**config.mk**
```make
export PLATFORM = sky130hd
export DESIGN_NAME = sop_isqrt
export DESIGN_NICKNAME = d
export VERILOG_FILES = /design/src/hw/rtl/sop_pkg.sv /design/src/hw/rtl/sop_isqrt.sv
export SDC_FILE = /design/constraint.sdc
export NUM_CORES = 2
export LEC_CHECK = 0
export BUFFER_PORTS_ARGS = -buffer_cell sky130_fd_sc_hd__buf_2
export CAP_MARGIN = 20
export CORE_UTILIZATION = 58
export DETAILED_ROUTE_END_ITERATION = 7
export PLACE_DENSITY = 0.74
export SLEW_MARGIN = 15
export SYNTH_ARGS = -nofsm -noshare
export SYNTH_HDL_FRONTEND = slang
export SYNTH_SLANG_ARGS = --single-unit
```
**constraint.sdc**
```tcl
create_clock -name clk -period 14.8 [get_ports clk]
set_input_delay 2.22 -clock clk [delete_from_list [all_inputs] [get_ports clk]]
set_output_delay 2.22 -clock clk [all_outputs]
set_load 0.01 [all_outputs]
```
**src/hw/rtl/sop_pkg.sv**
```systemverilog
// ----------------------------------------------------------------------------
// sop_pkg
// shared types and constants of the sphere overlap push-out datapath
// ----------------------------------------------------------------------------
package sop_pkg;

	localparam int CoordW = 32;                 // signed q16.16 coordinate
	localparam int RadW   = 31;                 // unsigned q15.16 radius
	localparam int RangeW = RadW + 1;           // sum of two radii
	localparam int MagW   = CoordW;             // magnitude of a centre difference
	localparam int NormW  = 31;                 // normalized magnitude, msb at bit 30
	localparam int SqW    = 64;                 // sum of normalized squares
	localparam int LenW   = SqW / 2;            // floor square root of the sum
	localparam int QuoW   = 34;                 // offset magnitude
	localparam int ResW   = QuoW + 2;           // signed sum before saturation

	localparam int SqrtIterPerStage = 2;
	localparam int IsqrtStages      = LenW / SqrtIterPerStage;
	localparam int DivIterPerStage  = 2;
	localparam int DivStages        = QuoW / DivIterPerStage;

	// front stages, root, multiply, numerator, divider, output register
	localparam int Latency = 6 + IsqrtStages + 2 + DivStages + 1;

	typedef struct packed {
		logic signed [CoordW-1:0] a_x;
		logic signed [CoordW-1:0] a_y;
		logic signed [CoordW-1:0] a_z;
		logic        [RadW-1:0]   radius_a;
		logic signed [CoordW-1:0] b_x;
		logic signed [CoordW-1:0] b_y;
		logic signed [CoordW-1:0] b_z;
		logic        [RadW-1:0]   radius_b;
	} req_t;

	typedef struct packed {
		logic                     hit;
		logic signed [CoordW-1:0] pushed_x;
		logic signed [CoordW-1:0] pushed_y;
		logic signed [CoordW-1:0] pushed_z;
	} rsp_t;

	// per item data that rides along the whole pipe
	typedef struct packed {
		logic [2:0][CoordW-1:0] a;
		logic [2:0][CoordW-1:0] b;
		logic [2:0]             neg;
		logic [RangeW-1:0]      range;
		logic                   hit;
		logic                   zero;
	} side_t;

	// what rides along the square root unit
	typedef struct packed {
		side_t                 side;
		logic [2:0][NormW-1:0] un;
	} isq_side_t;

endpackage

```
**src/hw/rtl/sop_isqrt.sv**
```systemverilog
// ----------------------------------------------------------------------------
// sop_isqrt
// pipelined floor square root, two root bits per stage
// ----------------------------------------------------------------------------
module sop_isqrt
	import sop_pkg::*;
#(
	parameter int SideW = 1
) (
	input  logic             clk,
	input  logic             arst_n,
	input  logic             in_vld,
	input  logic [SqW-1:0]   in_rad,
	input  logic [SideW-1:0] in_side,
	output logic             out_vld,
	output logic [LenW-1:0]  out_root,
	output logic [SideW-1:0] out_side
);

	logic             vld_s  [0:IsqrtStages];
	logic [LenW+2:0]  rem_s  [0:IsqrtStages];
	logic [LenW-1:0]  root_s [0:IsqrtStages];
	logic [SqW-1:0]   rad_s  [0:IsqrtStages];
	logic [SideW-1:0] side_s [0:IsqrtStages];

	assign vld_s[0]  = in_vld;
	assign rem_s[0]  = '0;
	assign root_s[0] = '0;
	assign rad_s[0]  = in_rad;
	assign side_s[0] = in_side;

	for (genvar k = 0; k < IsqrtStages; k++) begin : g_stage
		logic [LenW+2:0] rem_c;
		logic [LenW-1:0] root_c;
		logic [SqW-1:0]  rad_c;

		always_comb begin
			logic [LenW+2:0] r;
			logic [LenW+2:0] t;
			logic [LenW-1:0] q;
			logic [SqW-1:0]  x;
			r = rem_s[k];
			q = root_s[k];
			x = rad_s[k];
			for (int j = 0; j < SqrtIterPerStage; j++) begin
				r = {r[LenW:0], x[SqW-1:SqW-2]};
				t = {1'b0, q, 2'b01};
				if (r >= t) begin
					r = r - t;
					q = {q[LenW-2:0], 1'b1};
				end else begin
					q = {q[LenW-2:0], 1'b0};
				end
				x = {x[SqW-3:0], 2'b00};
			end
			rem_c  = r;
			root_c = q;
			rad_c  = x;
		end

		always_ff @(posedge clk or negedge arst_n) begin
			if (!arst_n) vld_s[k+1] <= 1'b0;
			else         vld_s[k+1] <= vld_s[k];
		end

		always_ff @(posedge clk) begin
			rem_s[k+1]  <= rem_c;
			root_s[k+1] <= root_c;
			rad_s[k+1]  <= rad_c;
			side_s[k+1] <= side_s[k];
		end
	end

	assign out_vld  = vld_s[IsqrtStages];
	assign out_root = root_s[IsqrtStages];
	assign out_side = side_s[IsqrtStages];

endmodule

```
Word level (Yosys, flattened, before mapping):

Index checks and enable logic that the tools add are counted.

* output and inout port bits: 34
* bits in registers: 1279
* input bits: 68

* muxes and demuxes: 63
* add/sub/neg operators: 31
* $lt $le $gt $ge: 32

Operators with widths (count)
* $mux W33: 31
* $ge A35 B10 Y1: 1
* $ge A35 B11 Y1: 1
* $ge A35 B12 Y1: 1
* $ge A35 B13 Y1: 1
* $ge A35 B14 Y1: 1
* $ge A35 B15 Y1: 1
* $ge A35 B16 Y1: 1
* $ge A35 B17 Y1: 1
* $ge A35 B18 Y1: 1
* $ge A35 B19 Y1: 1
* $ge A35 B20 Y1: 1
* $ge A35 B21 Y1: 1
* $ge A35 B22 Y1: 1
* $ge A35 B23 Y1: 1
* $ge A35 B24 Y1: 1
* $ge A35 B25 Y1: 1
* $ge A35 B26 Y1: 1
* $ge A35 B27 Y1: 1
* $ge A35 B28 Y1: 1
* $ge A35 B29 Y1: 1
* $ge A35 B3 Y1: 1
* $ge A35 B30 Y1: 1
* $ge A35 B31 Y1: 1
* other kinds (41): 72

Longest topological paths before layout:

* word-level depth: 4
* gate-level depth with buffers: 30
* mapped depth without buffers: 28

Worst setup path after synthesis:

No wires, ideal clock.

* kind: register to register
* start: register root_s[352] (netlist name)
* end: register rem_s[356] (netlist name)
* setup time: 121 ps
* arrival: 5683 ps
* stages on the path, launching flop included: 27
* buffers on the path: 5
* setup slack: 8997 ps
* cells stage by stage: dfxtp_1 > inv_1 > ha_1 > o21a_1 > or4_1 > nand3b_1 > and4_1 > clkbuf_1 > nand2_2 > inv_2 > clkbuf_1 > clkbuf_1 > o21ai_0 > ha_1 > clkbuf_1 > a21o_1 > a21oi_1 > o21ai_0 > a21oi_1 > o31ai_1 > a21o_1 > a21oi_1 > nand4_1 > or3_4 > a211oi_4 > buf_4 > mux2_2

* longest elaborated chain between the ends: 4
* elaborated cells between the ends (all ways): 7
* those cells by class: 2 x add/sub; 2 x order compare; 3 x mux

RTL lines
* from (decl): RTL line sop_isqrt.sv:22 `logic [LenW-1:0] root_s [0:IsqrtStages];`
* from (signal, indexed assignment): RTL line sop_isqrt.sv:68 `root_s[k+1] <= root_c;`
* $sub A33 B12 Y33 / $ge A35 B12 Y1 (equally long branches): RTL line sop_isqrt.sv:49, sop_isqrt.sv:48
* $mux W33 / $mux W1 (equally long branches): RTL line sop_isqrt.sv:48 `if (r >= t) begin`
* $sub A33 B13 Y33 / $ge A35 B13 Y1 (equally long branches): RTL line sop_isqrt.sv:49, sop_isqrt.sv:48
* $mux W33 *: RTL line sop_isqrt.sv:48
* to (signal, indexed assignment): RTL line sop_isqrt.sv:67 `rem_s[k+1] <= rem_c;`
* to (decl): RTL line sop_isqrt.sv:21 `logic [LenW+2:0] rem_s [0:IsqrtStages];`

Every way passes the cells marked *; elsewhere a longest branch is shown, timed or not.

Worst setup path after layout:

* start: register root_s[84] (netlist name)
* end: register rem_s[62] (netlist name)

* longest elaborated chain between the ends: 4
* elaborated cells between the ends (all ways): 7
* those cells by class: 2 x add/sub; 2 x order compare; 3 x mux

RTL lines (RTL line)
* $sub A33 B30 Y33 / $ge A35 B30 Y1 (equally long branches): sop_isqrt.sv:49, sop_isqrt.sv:48
* $mux W33 / $mux W1 (equally long branches): sop_isqrt.sv:48
* $sub A33 B31 Y33 / $ge A35 B31 Y1 (equally long branches): sop_isqrt.sv:49, sop_isqrt.sv:48
* $mux W33 *: sop_isqrt.sv:48

Marked as above.

==> flow_metrics.env <==
export IMPL_worstSetupPathType="reg -> reg"
export IMPL_area_growth_syn_to_layout_pct=9.219
export IMPL_final_seq_area_mm2=0.02524
export IMPL_max_cap_violations=0
export IMPL_finalCritPeriodShare=0.5107
export IMPL_core_mm2=0.1167
export IMPL_yosysWarnings=0
export IMPL_numCtsBuffers=131
export IMPL_min_from="g_stage[6].$5.x[46]"
export IMPL_grt_usage=0.2928
export IMPL_layout_nets=8647
export IMPL_p_sw_uw=4322
export IMPL_vias=57980
export IMPL_avgSynthCellArea_um2=8.609
export IMPL_cp_max_fo=41
export IMPL_critPathCaptureType="flip-flop"
export IMPL_ys_ff_latch=1257
export IMPL_p_leak_uw=0.03433
export IMPL_final_antenna_net_count=0
export IMPL_antenna_found_initial=8
export IMPL_hold_viol=0
export IMPL_io_buffer_count=101
export IMPL_internal_power_uw=7535
export IMPL_die_h_um=346.0
export IMPL_post_cts_buffers=0
export IMPL_dp_cells=9412
export IMPL_power_frac_comb=0.329
export IMPL_synthArstFlopShare=0.01273
export IMPL_io_pins=102
export IMPL_synth_distinct_cells=118
export IMPL_dp_hpwl_mm=141.6
export IMPL_finalSetupTns_ps=0
export IMPL_worstSetupStartpointType="flip-flop"
export IMPL_synth_ff_type="dfxtp_1"
export IMPL_gp_congestion=1.010
export IMPL_fin_skew_ps=38.05
export IMPL_grt_pass1_vias=55480
export IMPL_crit_top_cell="o21ai_0"
export IMPL_drt_first_pass_iters=6
export IMPL_yosys_area_top_type_share=0.3620
export IMPL_wl_per_cell_um=18.74
export IMPL_synth_largest_area_cell="dfxtp_1"
export IMPL_clockPowerShare=0.286
export IMPL_worstReg2RegEnd="rem_s[62]"
export IMPL_rsz0062_at_grt="no"
export IMPL_regToRegStartpoint="root_s[84]"
export IMPL_slew_headroom=0.2413
export IMPL_synth_top_family_by_area="compound AO/OA/AOI/OAI gates"
export IMPL_critPathRequiredTime_ps=15460
export IMPL_synth_xor_area_share=0.09840
export IMPL_fillers=10010
export IMPL_hp_class="reg -> reg"
export IMPL_finalCriticalPeriod_ps=7559
export IMPL_rr_worst_depth=25
export IMPL_syn_instance_count=7971
export IMPL_hold_end="g_stage[7].$5.x[50]"
export IMPL_synth_adder_area_share=0.1016
export IMPL_vdd_drop_max_mv=0.1401
export IMPL_clockBufferDepth=3
export IMPL_dieArea_mm2=0.1197
export IMPL_grt_pass1_wl_mm=284.6
export IMPL_syn_cell_area_mm2=0.06862
export IMPL_route_detailed_drc=0
export IMPL_cts_tree="built"
export IMPL_worst_slew_pin_slew_ps=1123
export IMPL_cts_root_buf="clkbuf_16"
export IMPL_via_per_inst=6.007
export IMPL_yosys_top_cells_area="dfxtp_1 (36%), ha_1 (10%), xnor2_1 (6.4%)"
export IMPL_synthMuxAreaShare=0.01874
export IMPL_sw_frac_of_total=0.3645
export IMPL_slowest_delay_ps=650
export IMPL_worstPathArrival_ps=8220
export IMPL_p_per_area_mw_per_mm2=158.2
export IMPL_grt_overflow=0
export IMPL_path_clk_slew_ps=60
export IMPL_multi_input_area_mm2=0.04082
export IMPL_cts_resized=0
export IMPL_holdPathStages=0
export IMPL_start_util=0.5882
export IMPL_cts_max_level=4
export IMPL_drt_iter0_markers=4440
export IMPL_clock_latency_ps=800
export IMPL_cts_sinks=1257
export IMPL_worst_path_max_delay_cell="a2111oi_0"
export IMPL_die_w_um=346.0
export IMPL_drive_gt1_frac=0.06794
export IMPL_yosysSeqAreaShare=0.3679
export IMPL_seqPwrFrac=0.384
export IMPL_fmax_ghz=0.1323
export IMPL_grt_max_degree=47
export IMPL_fin_cells=9652
export IMPL_synth_compound_area_share=0.1880
export IMPL_rows=125
export IMPL_status="finished, final reports clean"
export IMPL_synth_edf_count=0
export IMPL_drt_wl_total_mm=180.9
export IMPL_setup_violations=0
export IMPL_r2r_slack_ps=7240
export IMPL_slew_viol_final=0
export IMPL_cts_hold_buffers=0
export IMPL_synth_simple_area_share=0.1873
[registers in the layout (all words and copies together), names as in the netlist]
register	flops
side_s	15
out_side	1
out_vld	1
rad_s	60
rem_s	473
out_root	32
root_s	240
vld_s	15
g_stage.$5.x	420
[how the worst max path moves through the flow]
stage | start | cells past startpoint | slack, ps | endpoint
5_1_grt | root_s[175] | 21 | 6860 | rem_s[141]
4_1_cts | root_s[147] | 24 | 7480 | rem_s[137]
6_report | root_s[84] | 25 | 7240 | rem_s[62]
3_3_place_gp | root_s[175] | 21 | 7530 | rem_s[143]
3_5_place_dp | root_s[147] | 24 | 7480 | rem_s[137]
2_1_floorplan | root_s[352] | 26 | 9000 | rem_s[356]
[stage by stage]
step / setup slack, ps / util / hold slack [ps] / total power, uW / area [um2]
3_5_place_dp: 7481 / 0.6033 / 312.1 / 8441 / 70400
4_1_cts: 7479 / 0.6423 / 316.2 / 11870 / 74940
3_3_place_gp: 7531 / 0.6033 / 309.6 / 8371 / 70400
2_1_floorplan: 8997 / - / 309.6 / 7415 / 68630
6_report: 7241 / 0.6424 / 312.9 / 11860 / 74950
5_1_grt: 6857 / 0.6423 / 325.4 / 12530 / 74940
[cells in the final DEF (no fill, tap or decap), types with 131 or more instances in the layout]
master	instances
o21ai_0	424
a21o_1	253
xor2_1	268
inv_1	454
nand3_1	178
clkbuf_16	131
nor3_1	210
nand2_1	648
dfxtp_1	1241
nor2_1	651
a21oi_1	658
ha_1	557
xnor2_1	503
[power by group through the flow]
stage / sequential, uW / combinational, uW / clock (uW)
2_1_floorplan: 4310 / 3110 / 0
3_3_place_gp: 4600 / 3770 / 0
3_5_place_dp: 4610 / 3830 / 0
4_1_cts: 4540 / 3860 / 3470
5_1_grt: 4610 / 4310 / 3610
6_report: 4560 / 3910 / 3400
[cell usage after synthesis (76+ instances only)]
| master | n |
|---|---|
| nor2_1 | 652 |
| nand2b_1 | 84 |
| a21oi_1 | 658 |
| mux2_2 | 81 |
| or3_1 | 80 |
| xnor2_1 | 503 |
| nand4_1 | 108 |
| o21bai_1 | 78 |
| o21ai_0 | 425 |
| nand2_1 | 649 |
| nor2b_1 | 89 |
| nor3_1 | 210 |
| a31oi_1 | 77 |
| clkbuf_1 | 158 |
| xor2_1 | 268 |
| ha_1 | 557 |
| nor4_1 | 99 |
| dfxtp_1 | 1241 |
| a21o_1 | 253 |
| nand3_1 | 178 |
| inv_1 | 454 |
| o21a_1 | 76 |
[worst max-delay path, delay by kind of cell (launching register included)]
family,cells,cell delay [ps]
simple gates,6,1130
flops,1,400
compound gates,12,3830
buf+inv,4,910
fa+ha+maj,2,750
mux,1,420
[cell families after synthesis]
kind of cell	Yosys count
buf+inv	675
compound gates	2034
other cells	1
mux	116
fa+ha+maj	557
flops	1257
xor+xnor	771
simple gates	2560
[cell type report]
class                   count  area share
well taps                1524     0.02544
inverters                 468     0.02346
diodes                      3   0.0001002
flip-flops and latches   1257      0.3368
repair buffers            123    0.008915
clock buffers             170     0.04810
multi-input cells        6041      0.5447
clock inverters            66     0.01249
[metal layers]
layer	share of wire	wire (um)	GRT usage	vias up
li1	-	-	-	28490
met4	0.049	8861	0.1491	0
met5	0	0	0	-
met1	0.41	75060	0.3546	27100
met2	0.48	86430	0.5069	1944
met3	0.058	10560	0.03867	451
Power figures use the tool's default switching activity.
